[config.mk]
export PLATFORM = sky130hd
export DESIGN_NAME = keyword_token_scanner
export DESIGN_NICKNAME = d
export VERILOG_FILES = /design/src/design/kts_pkg.sv /design/src/design/kts_front.sv /design/src/design/kts_back.sv /design/src/design/kts_resq.sv /design/src/design/keyword_token_scanner.sv
export SDC_FILE = /design/constraint.sdc
export NUM_CORES = 2
export LEC_CHECK = 0
export BUFFER_PORTS_ARGS = -buffer_cell sky130_fd_sc_hd__buf_2
export CAP_MARGIN = 20
export CELL_PAD_IN_SITES_DETAIL_PLACEMENT = 1
export CELL_PAD_IN_SITES_GLOBAL_PLACEMENT = 2
export CORE_AREA = 5 5 309 311
export DETAILED_ROUTE_END_ITERATION = 6
export DIE_AREA = 0 0 314 316
export PLACE_DENSITY_LB_ADDON = 0.1
export SLEW_MARGIN = 20
export SYNTH_ARGS = -nofsm -noshare
export SYNTH_HDL_FRONTEND = slang
export SYNTH_SLANG_ARGS = --single-unit
[constraint.sdc]
create_clock -name clk_i -period 17.35 [get_ports clk_i]
set_input_delay 0.8675 -clock clk_i [delete_from_list [all_inputs] [get_ports clk_i]]
set_output_delay 0.8675 -clock clk_i [all_outputs]
set_load 0.01 [all_outputs]
[src/design/kts_pkg.sv]
package kts_pkg;

  localparam int unsigned NUM_KW = 7;
  localparam int unsigned IQ_DEPTH = 4;
  localparam int unsigned IQ_AW = $clog2(IQ_DEPTH);
  localparam int unsigned RQ_DEPTH = 4;
  localparam int unsigned RQ_AW = $clog2(RQ_DEPTH);

  typedef enum logic [4:0] {
    KIND_SYS     = 5'd0,
    KIND_TYPOSIS = 5'd1,
    KIND_START   = 5'd2,
    KIND_DEF     = 5'd3,
    KIND_RETURN  = 5'd4,
    KIND_ASCII   = 5'd5,
    KIND_PRTLIST = 5'd6,
    KIND_IDENT   = 5'd7,
    KIND_STRING  = 5'd8,
    KIND_NUMBER  = 5'd9,
    KIND_STAR    = 5'd10,
    KIND_AMP     = 5'd11,
    KIND_COLON   = 5'd12,
    KIND_SEMI    = 5'd13,
    KIND_DOLLAR  = 5'd14,
    KIND_PERCENT = 5'd15,
    KIND_END     = 5'd16,
    KIND_ERROR   = 5'd17
  } tok_kind_e;

  // keyword text, first byte in the low bits
  localparam logic [63:0] KW_TEXT [NUM_KW] = '{
    64'h0000_0000_0073_7973,
    64'h0073_6973_6f70_7974,
    64'h0000_0074_7261_7473,
    64'h0000_0000_0066_6564,
    64'h0000_6e72_7574_6572,
    64'h0000_0069_6963_7361,
    64'h0074_7369_6c74_7270
  };
  localparam logic [3:0] KW_LEN [NUM_KW] = '{
    4'd3, 4'd7, 4'd5, 4'd3, 4'd6, 4'd5, 4'd7
  };

  typedef struct packed {
    logic [7:0] ch;
    logic       zero;
    logic       blank;
    logic       digit;
    logic       numc;
    logic       alpha_us;
    logic       word;
    logic       slash;
    logic       quote;
    logic       sym;
    tok_kind_e  sym_kind;
  } kts_cls_t;

  typedef struct packed {
    tok_kind_e   kind;
    logic [31:0] line;
    logic [31:0] col;
    logic [31:0] off;
    logic [31:0] len;
    logic        last;
  } kts_tok_t;

  function automatic kts_tok_t mk_tok(tok_kind_e k, logic [31:0] l, logic [31:0] c,
                                      logic [31:0] o, logic [31:0] n);
    kts_tok_t t;
    t.kind = k;
    t.line = l;
    t.col  = c;
    t.off  = o;
    t.len  = n;
    t.last = 1'b0;
    return t;
  endfunction

endpackage

[src/design/kts_front.sv]
module kts_front import kts_pkg::*; (
  input  logic       clk_i,
  input  logic       rst_ni,
  input  logic       push,
  output logic       full,
  input  logic [7:0] char_byte_i,
  output logic       cls_valid_o,
  output kts_cls_t   cls_o,
  input  logic       cls_pop_i
);

  localparam int unsigned CW = IQ_AW + 1;
  localparam logic [7:0] CH_SPACE   = 8'h20;
  localparam logic [7:0] CH_SLASH   = 8'h2f;
  localparam logic [7:0] CH_QUOTE   = 8'h22;
  localparam logic [7:0] CH_US      = 8'h5f;
  localparam logic [7:0] CH_AT      = 8'h40;
  localparam logic [7:0] CH_LOW_X   = 8'h78;
  localparam logic [7:0] CH_UP_X    = 8'h58;
  localparam logic [7:0] CH_STAR    = 8'h2a;
  localparam logic [7:0] CH_AMP     = 8'h26;
  localparam logic [7:0] CH_COLON   = 8'h3a;
  localparam logic [7:0] CH_SEMI    = 8'h3b;
  localparam logic [7:0] CH_DOLLAR  = 8'h24;
  localparam logic [7:0] CH_PERCENT = 8'h25;

  function automatic kts_cls_t classify(logic [7:0] c);
    kts_cls_t r;
    logic     alpha;
    alpha      = (c >= 8'h61 && c <= 8'h7a) || (c >= 8'h41 && c <= 8'h5a);
    r.ch       = c;
    r.zero     = (c == 8'h00);
    r.blank    = (c == CH_SPACE) || (c >= 8'h09 && c <= 8'h0d);
    r.digit    = (c >= 8'h30 && c <= 8'h39);
    r.numc     = r.digit || (c == CH_LOW_X) || (c == CH_UP_X);
    r.alpha_us = alpha || (c == CH_US);
    r.word     = r.alpha_us || r.digit || (c == CH_STAR) || (c == CH_DOLLAR)
                 || (c == CH_AT) || (c == CH_AMP);
    r.slash    = (c == CH_SLASH);
    r.quote    = (c == CH_QUOTE);
    r.sym      = 1'b1;
    unique case (c)
      CH_STAR:    r.sym_kind = KIND_STAR;
      CH_AMP:     r.sym_kind = KIND_AMP;
      CH_COLON:   r.sym_kind = KIND_COLON;
      CH_SEMI:    r.sym_kind = KIND_SEMI;
      CH_DOLLAR:  r.sym_kind = KIND_DOLLAR;
      CH_PERCENT: r.sym_kind = KIND_PERCENT;
      default: begin
        r.sym      = 1'b0;
        r.sym_kind = KIND_ERROR;
      end
    endcase
    return r;
  endfunction

  kts_cls_t         mem_q [IQ_DEPTH];
  logic [IQ_AW-1:0] wp_q, rp_q;
  logic [CW-1:0]    cnt_q;
  logic             wr, rd;

  assign full        = (cnt_q == CW'(IQ_DEPTH));
  assign cls_valid_o = (cnt_q != '0);
  assign cls_o       = mem_q[rp_q];
  assign wr          = push && !full;
  assign rd          = cls_pop_i && cls_valid_o;

  always_ff @(posedge clk_i) begin
    if (wr) begin
      mem_q[wp_q] <= classify(char_byte_i);
    end
  end

  always_ff @(posedge clk_i or negedge rst_ni) begin
    if (!rst_ni) begin
      wp_q  <= '0;
      rp_q  <= '0;
      cnt_q <= '0;
    end else begin
      if (wr) wp_q <= IQ_AW'(wp_q + 1'b1);
      if (rd) rp_q <= IQ_AW'(rp_q + 1'b1);
      cnt_q <= CW'(cnt_q + CW'(wr) - CW'(rd));
    end
  end

endmodule

[src/design/kts_back.sv]
module kts_back import kts_pkg::*; #(
  parameter int unsigned COUNT_BITS    = 32,
  parameter int unsigned KEYWORD_CHARS = 7
) (
  input  logic       clk_i,
  input  logic       rst_ni,
  input  logic       cls_valid_i,
  input  kts_cls_t   cls_i,
  output logic       cls_pop_o,
  input  logic       res_room_i,
  output logic       res_we_o,
  output logic [1:0] res_cnt_o,
  output kts_tok_t   res0_o,
  output kts_tok_t   res1_o
);

  localparam int unsigned KBW = 8 * KEYWORD_CHARS;
  localparam logic [COUNT_BITS-1:0] CNT_MAX = '1;
  localparam logic [COUNT_BITS-1:0] CNT_ONE = COUNT_BITS'(1);

  typedef enum logic [2:0] {
    MODE_IDLE,
    MODE_WORD,
    MODE_NUM,
    MODE_STR,
    MODE_SLASH,
    MODE_COMMENT
  } mode_e;

  mode_e                 mode_q, mode_d;
  logic [COUNT_BITS-1:0] line_q, line_d, col_q, col_d, off_q, off_d;
  logic [COUNT_BITS-1:0] tline_q, tline_d, tcol_q, tcol_d, toff_q, toff_d;
  logic [KBW-1:0]        kbuf_q, kbuf_d, kbuf_app;
  logic                  halt_q, halt_d;

  logic                  step, fall, mv, rst_txt;
  logic [COUNT_BITS-1:0] span, off_adv, line_adv, col_adv;
  logic                  kw_hit;
  tok_kind_e             kw_kind;
  logic                  tok_a_v, tok_b_v;
  kts_tok_t              tok_a, tok_b;
  logic [31:0]           cur_l, cur_c, cur_o, tk_l, tk_c, tk_o, span32;

  assign step      = cls_valid_i && res_room_i;
  assign cls_pop_o = step;
  assign res_we_o  = step;

  assign span     = COUNT_BITS'(off_q - toff_q);
  assign off_adv  = COUNT_BITS'(off_q + CNT_ONE);
  assign line_adv = (cls_i.ch == 8'h0a && line_q != CNT_MAX) ? COUNT_BITS'(line_q + CNT_ONE)
                                                             : line_q;
  assign col_adv  = (cls_i.ch == 8'h0a) ? CNT_ONE
                  : (col_q != CNT_MAX) ? COUNT_BITS'(col_q + CNT_ONE) : col_q;

  assign cur_l  = 32'(line_q);
  assign cur_c  = 32'(col_q);
  assign cur_o  = 32'(off_q);
  assign tk_l   = 32'(tline_q);
  assign tk_c   = 32'(tcol_q);
  assign tk_o   = 32'(toff_q);
  assign span32 = 32'(span);

  always_comb begin
    kbuf_app = kbuf_q;
    for (int j = 0; j < KEYWORD_CHARS; j++) begin
      if (span == COUNT_BITS'(j)) kbuf_app[8*j +: 8] = kbuf_q[8*j +: 8] | cls_i.ch;
    end
  end

  always_comb begin
    kw_hit  = 1'b0;
    kw_kind = KIND_IDENT;
    for (int k = 0; k < NUM_KW; k++) begin
      if (!kw_hit && 32'(KW_LEN[k]) <= KEYWORD_CHARS
          && span == COUNT_BITS'(KW_LEN[k]) && kbuf_q == KW_TEXT[k][KBW-1:0]) begin
        kw_hit  = 1'b1;
        kw_kind = tok_kind_e'(5'(k));
      end
    end
  end

  always_comb begin
    mode_d  = mode_q;
    line_d  = line_q;
    col_d   = col_q;
    off_d   = off_q;
    tline_d = tline_q;
    tcol_d  = tcol_q;
    toff_d  = toff_q;
    kbuf_d  = kbuf_q;
    halt_d  = halt_q;
    fall    = 1'b0;
    mv      = 1'b0;
    rst_txt = 1'b0;
    tok_a_v = 1'b0;
    tok_b_v = 1'b0;
    tok_a   = mk_tok(KIND_ERROR, tk_l, tk_c, tk_o, 32'd0);
    tok_b   = mk_tok(KIND_ERROR, cur_l, cur_c, cur_o, 32'd0);

    if (halt_q) begin
      rst_txt = cls_i.zero;
    end else begin
      unique case (mode_q)
        MODE_WORD: begin
          if (!cls_i.zero && cls_i.word) begin
            kbuf_d = kbuf_app;
            mv     = 1'b1;
          end else begin
            tok_a_v = 1'b1;
            tok_a   = mk_tok(kw_kind, tk_l, tk_c, tk_o, kw_hit ? 32'd0 : span32);
            fall    = 1'b1;
          end
        end
        MODE_NUM: begin
          if (cls_i.numc) begin
            mv = 1'b1;
          end else begin
            tok_a_v = 1'b1;
            tok_a   = mk_tok(KIND_NUMBER, tk_l, tk_c, tk_o, span32);
            fall    = 1'b1;
          end
        end
        MODE_STR: begin
          if (cls_i.zero) begin
            tok_a_v = 1'b1;
            tok_a   = mk_tok(KIND_STRING, tk_l, tk_c, tk_o, span32);
            fall    = 1'b1;
          end else if (cls_i.quote) begin
            tok_a_v = 1'b1;
            tok_a   = mk_tok(KIND_STRING, tk_l, tk_c, tk_o, span32);
            mv      = 1'b1;
            mode_d  = MODE_IDLE;
          end else begin
            mv = 1'b1;
          end
        end
        MODE_SLASH: begin
          if (cls_i.slash) begin
            mv     = 1'b1;
            mode_d = MODE_COMMENT;
          end else begin
            tok_a_v = 1'b1;
            halt_d  = 1'b1;
            rst_txt = cls_i.zero;
          end
        end
        MODE_COMMENT: begin
          if (!cls_i.zero && cls_i.ch != 8'h0a) mv = 1'b1;
          else fall = 1'b1;
        end
        default: fall = 1'b1;
      endcase
    end

    if (fall) begin
      mode_d = MODE_IDLE;
      if (cls_i.zero) begin
        tok_b_v = 1'b1;
        tok_b   = mk_tok(KIND_END, cur_l, cur_c, cur_o, 32'd0);
        rst_txt = 1'b1;
      end else if (cls_i.blank) begin
        mv = 1'b1;
      end else begin
        tline_d = line_q;
        tcol_d  = col_q;
        toff_d  = off_q;
        kbuf_d  = '0;
        if (cls_i.sym) begin
          tok_b_v = 1'b1;
          tok_b   = mk_tok(cls_i.sym_kind, cur_l, cur_c, cur_o, 32'd0);
          mv      = 1'b1;
        end else if (cls_i.slash) begin
          mode_d = MODE_SLASH;
          mv     = 1'b1;
        end else if (cls_i.quote) begin
          mode_d = MODE_STR;
          mv     = 1'b1;
          toff_d = off_adv;
        end else if (cls_i.digit) begin
          mode_d = MODE_NUM;
          mv     = 1'b1;
        end else if (cls_i.alpha_us) begin
          mode_d = MODE_WORD;
          kbuf_d = KBW'(cls_i.ch);
          mv     = 1'b1;
        end else begin
          tok_b_v = 1'b1;
          halt_d  = 1'b1;
        end
      end
    end

    if (mv) begin
      off_d  = off_adv;
      line_d = line_adv;
      col_d  = col_adv;
    end

    if (rst_txt) begin
      mode_d  = MODE_IDLE;
      line_d  = CNT_ONE;
      col_d   = CNT_ONE;
      off_d   = '0;
      tline_d = CNT_ONE;
      tcol_d  = CNT_ONE;
      toff_d  = '0;
      kbuf_d  = '0;
      halt_d  = 1'b0;
    end
  end

  always_comb begin
    res0_o      = tok_a_v ? tok_a : tok_b;
    res0_o.last = !(tok_a_v && tok_b_v);
    res1_o      = tok_b;
    res1_o.last = 1'b1;
    res_cnt_o   = {1'b0, tok_a_v} + {1'b0, tok_b_v};
  end

  always_ff @(posedge clk_i or negedge rst_ni) begin
    if (!rst_ni) begin
      mode_q  <= MODE_IDLE;
      line_q  <= CNT_ONE;
      col_q   <= CNT_ONE;
      off_q   <= '0;
      tline_q <= CNT_ONE;
      tcol_q  <= CNT_ONE;
      toff_q  <= '0;
      kbuf_q  <= '0;
      halt_q  <= 1'b0;
    end else if (step) begin
      mode_q  <= mode_d;
      line_q  <= line_d;
      col_q   <= col_d;
      off_q   <= off_d;
      tline_q <= tline_d;
      tcol_q  <= tcol_d;
      toff_q  <= toff_d;
      kbuf_q  <= kbuf_d;
      halt_q  <= halt_d;
    end
  end

endmodule

[src/design/kts_resq.sv]
module kts_resq import kts_pkg::*; (
  input  logic       clk_i,
  input  logic       rst_ni,
  input  logic       we_i,
  input  logic [1:0] cnt_i,
  input  kts_tok_t   d0_i,
  input  kts_tok_t   d1_i,
  output logic       room_o,
  output logic       empty,
  input  logic       pop,
  output kts_tok_t   head_o
);

  localparam int unsigned CW = RQ_AW + 1;

  kts_tok_t         mem_q [RQ_DEPTH];
  logic [RQ_AW-1:0] wp_q, rp_q;
  logic [CW-1:0]    cnt_q;
  logic [1:0]       n_wr;
  logic             rd;

  assign n_wr   = we_i ? cnt_i : 2'd0;
  assign rd     = pop && !empty;
  assign empty  = (cnt_q == '0);
  assign room_o = (cnt_q <= CW'(RQ_DEPTH - 2));
  assign head_o = mem_q[rp_q];

  always_ff @(posedge clk_i) begin
    if (n_wr != 2'd0) mem_q[wp_q] <= d0_i;
    if (n_wr == 2'd2) mem_q[RQ_AW'(wp_q + 1'b1)] <= d1_i;
  end

  always_ff @(posedge clk_i or negedge rst_ni) begin
    if (!rst_ni) begin
      wp_q  <= '0;
      rp_q  <= '0;
      cnt_q <= '0;
    end else begin
      wp_q  <= RQ_AW'(wp_q + RQ_AW'(n_wr));
      if (rd) rp_q <= RQ_AW'(rp_q + 1'b1);
      cnt_q <= CW'(cnt_q + CW'(n_wr) - CW'(rd));
    end
  end

endmodule

[src/design/keyword_token_scanner.sv]
// channel   direction  handshake          payload
// source    in         push / full        char_byte_i
// tokens    out        empty / pop        token_kind_o start_line_o start_column_o
//                                         start_offset_o value_length_o last_of_run_o
//
// one byte accepted per cycle unless full; a token reaches the outputs via the byte
// queue and the token queue, and the output side drains one token per cycle on pop
// the scanner takes a byte from its 4-entry byte queue when the 4-entry token
// queue has two free slots, so bytes giving two tokens slow it only if sustained
// full rises when four bytes wait; pop stalls back up through both queues
// reset clears both queues and puts the scanner at line 1, column 1, offset 0
module keyword_token_scanner import kts_pkg::*; #(
  parameter int unsigned COUNT_BITS    = 32,
  parameter int unsigned KEYWORD_CHARS = 7
) (
  input  logic        clk_i,
  input  logic        rst_ni,
  input  logic        push,
  output logic        full,
  input  logic [7:0]  char_byte_i,
  output logic        empty,
  input  logic        pop,
  output logic [4:0]  token_kind_o,
  output logic [31:0] start_line_o,
  output logic [31:0] start_column_o,
  output logic [31:0] start_offset_o,
  output logic [31:0] value_length_o,
  output logic        last_of_run_o
);

  logic       cls_valid, cls_pop, res_room, res_we;
  logic [1:0] res_cnt;
  kts_cls_t   cls;
  kts_tok_t   res0, res1, head;

  kts_front u_front (
    .clk_i       (clk_i),
    .rst_ni      (rst_ni),
    .push        (push),
    .full        (full),
    .char_byte_i (char_byte_i),
    .cls_valid_o (cls_valid),
    .cls_o       (cls),
    .cls_pop_i   (cls_pop)
  );

  kts_back #(
    .COUNT_BITS    (COUNT_BITS),
    .KEYWORD_CHARS (KEYWORD_CHARS)
  ) u_back (
    .clk_i       (clk_i),
    .rst_ni      (rst_ni),
    .cls_valid_i (cls_valid),
    .cls_i       (cls),
    .cls_pop_o   (cls_pop),
    .res_room_i  (res_room),
    .res_we_o    (res_we),
    .res_cnt_o   (res_cnt),
    .res0_o      (res0),
    .res1_o      (res1)
  );

  kts_resq u_resq (
    .clk_i  (clk_i),
    .rst_ni (rst_ni),
    .we_i   (res_we),
    .cnt_i  (res_cnt),
    .d0_i   (res0),
    .d1_i   (res1),
    .room_o (res_room),
    .empty  (empty),
    .pop    (pop),
    .head_o (head)
  );

  assign token_kind_o   = head.kind;
  assign start_line_o   = head.line;
  assign start_column_o = head.col;
  assign start_offset_o = head.off;
  assign value_length_o = head.len;
  assign last_of_run_o  = head.last;

endmodule

==> impl_metrics.py <==
metrics = {
    "detailed_routing": {
        "dr.pass1.iters": 5,
        "detail_route.vias_per_cell": 6.36,
        "dr.first_iter.drc_count": 2239,
        "wl_per_cell_um": 27.6,
        "vias": 30872,
        "total_length_of_routed_wires_um": 134000,
        "drc": 0,
        "ant_nets": 0,
    },
    "grt": {
        "gr-usage-all-layers": 0.266,
        "maximum_number_of_pins_on_one_net_before_global_route_repair": 102,
        "antenna_found_initial": 4,
        "grt_pass1_vias": 33054,
        "grt_pass1_wl_um": 205000,
        "grt_overflow_total": 0,
    },
    "clock_tree": {
        "tritoncts": "built",
        "cts_htree_levels": 3,
        "cts_root_buffer": "clkbuf_16",
        "tritoncts.num_buffers": 98,
        "cts_buffer_depth": 3,
        "clkLatencyLatePin_ns": 0.69,
        "cts_post_setup_buffers_inserted": 0,
        "clkTransAtPathRegs_ns": 0.06,
        "ctsHoldBuffers": 0,
        "post_cts_resized": 0,
        "cts_sinks": 890,
    },
    "hold_path": {
        "min-delay-path-class": "input pin to async pin",
    },
    "sta": {
        "max_slew.worst_pin.slew_ns": 1.13,
        "worst_clock_skew_ns": 0.0205,
        "timing.final.crit_share": 0.393,
        "grt_setup_unrepaired": "false",
        "drv_slew": 0,
        "maxSlewHeadroom": 0.248,
        "timing_hold_violations_final": 0,
        "fin_tns_setup_ns": 0,
        "post-route-worst-setup-slack_ns": 10.53,
        "max_clock_freq_mhz": 147,
        "timing.final.setup_violations": 0,
        "post-route-min-period_ns": 6.82,
    },
    "synthesis": {
        "synthesized_instance_count": 3591,
        "syn-mean-instance-area_um2": 12.0,
        "synth_cell_type_count": 88,
        "synthMostInstantiatedCell": "edfxtp_1",
        "netlist_area_um2": 42900,
        "cell_accounting_for_the_most_synthesized_area": "edfxtp_1",
        "synthFlopType": "edfxtp_1",
        "synth_warnings": 0,
        "synth_top_cells_by_area": "edfxtp_1 (34%), dfrtp_1 (15%), a22o_1 (10%)",
        "postSynthNetCount": 3653,
        "yosys.area.top_type_share": 0.344,
        "ys_top_cells_by_count": "edfxtp_1 (492), a22o_1 (490), nand2_1 (397)",
        "synth_seq_area_share": 0.561,
        "synth-async-reset-ratio": 0.299,
        "ys_seq_elements": 890,
        "number_of_flops_mapped_to_enable_cells_by_yosys": 492,
    },
    "floorplanning": {
        "fp.dieW_um": 314,
        "total_number_of_placement_rows": 112,
        "start_util": 0.464,
        "die_h_um": 316,
        "core-area_um2": 92500,
        "dieArea_um2": 99200,
        "number_of_top_level_pins": 148,
    },
    "setup_path": {
        "worstSetupStartpointType": "register",
        "endpoint_arrival_time_on_the_critical_path_ns": 7.35,
        "crit_required_ns": 17.88,
        "critical_path.endpoint_type": "register",
        "crit_fanout": 61,
        "critical_path_start_end_classification": "register to register",
    },
    "finish": {
        "multi_input_comb_area_um2": 17400,
        "layout.area.seq_um2": 24100,
        "final_core_util": 0.519,
        "post_route_cells_drive_above_1_share": 0.158,
        "antenna_cells": 0,
        "layout.cell_area.non_filler_um2": 48000,
        "final_nets": 3637,
        "layout.filler_cells": 9401,
        "areaGrowthSynthToFinish_pct": 11.8,
    },
    "placement": {
        "io_buffers": 147,
        "place.detailed.hpwl_um": 83800,
        "gpl.final_weighted_congestion": 0.875,
        "dp_worst_setup_slack_ns": 10.60,
        "placed_cell_area_um2": 44500,
    },
    "outcome": {
        "run_status": "finished, final reports clean",
    },
    "power": {
        "power_per_cell_area_nw_per_um2": 162,
        "peakVddDrop_mv": 0.144,
        "power.leakage_nw": 17.9,
        "finalPower_mw": 7.76,
    },
    "run": {
        "maxCapViolCount": 0,
    },
}
worst paths after layout:
path | cells past startpoint | startpoint | end | slack, ns
setup reg to reg | 13 | u_front.rp_q[0] | u_resq.mem_q[0][120] | 10.53
min in group clk_i | 2 | u_resq.mem_q[2][5] | u_resq.mem_q[2][5] | 0.45
setup / recovery | 13 | u_front.rp_q[0] | u_resq.mem_q[0][120] | 10.53
hold reg to reg | 2 | u_resq.mem_q[2][5] | u_resq.mem_q[2][5] | 0.45
hold / removal | 1 | rst_ni | u_back.kbuf_q[45] | 0.24
max in group asynchronous | 3 | rst_ni | u_back.tk_o[22] | 14.86
cells in the final DEF, fill, tap and decap left out, drive strengths merged, types with 23 or more instances in the layout:
master  Yosys  routed
clkbuf    251     145
o21ai     267     267
and3       25      25
a22o      490     490
nand3      62      62
buf        66     201
o31ai      49      49
clkinv      1      23
mux4      156     156
dfxtp     132     132
nand2b     24      24
nand4      43      43
nor4       28      28
nor3       42      42
nand2     398     398
and2       34      34
xor2       51      51
or3        23      23
a21oi      83      83
inv        84      86
edfxtp    492     492
dfrtp     262     262
xnor2      53      53
ha         47      47
nor2      181     181
logic make-up (layout without fill, tap and decap cells):
group,after synthesis,after routing,synth area share
AND/OR/NAND/NOR,978,978,0.112
XOR/XNOR,104,104,0.0214
buffers and inverters,402,468,0.0365
AO/OA/AOI/OAI,1007,1007,0.171
flip-flops,890,890,0.561
adder cells (fa/ha/maj),50,50,0.0151
multiplexers,160,160,0.0828
through the flow:
stage / hold slack [ns] / instances
after global placement: 0.428 / 4672
after detailed placement: 0.437 / 4672
after floorplan: 0.420 / 3591
final: 0.238 / 4854
after CTS: 0.251 / 4854
after global routing: 0.280 / 4854
area by class of cell:
type,instances,share of cell area
sequential,890,0.502
multi-input combinational,2299,0.363
clock buffer,145,0.0610
tap,1197,0.0312
timing repair buffer,201,0.0241
clock inverter,37,0.0116
inverter,85,0.00686
registers in the layout (all words and copies together) (netlist names), 32 cells and up:
register and flops:
u_resq.mem_q 536, u_front.mem_q 88, u_back.kbuf_q 56, u_back.col_q 32, u_back.cur_l 32, u_back.cur_o 32, u_back.tcol_q 32, u_back.tk_l 32
u_back.tk_o 32
worst max-delay path, cell delays in order (launching register included):
cell	delay [ns]
dfrtp_1	0.33
buf_4	0.39
mux4_2	0.71
nand2b_1	0.25
o21ai_0	0.25
nand3_1	0.12
nand2_1	0.51
inv_2	0.29
ha_1	0.52
o21ai_1	0.22
nand2b_1	0.73
o21ai_4	1.08
buf_4	0.88
a22o_1	0.28
report_power, final:
part / leakage [nW] / switching, mW / internal, mW / total (mW)
Clock: 1.72 / 0.880 / 1.36 / 2.24
Sequential: 9.35 / 0.150 / 2.59 / 2.74
Combinational: 6.86 / 1.94 / 0.833 / 2.77
Total: 17.9 / 2.97 / 4.79 / 7.76
routing by layer:
layer,track usage,wire (um)
met1,0.357,57500
met2,0.458,66400
met3,0.0338,6260
met4,0.0769,3720
met5,0,18
Note: power is estimated with default switching activity, not from simulation.
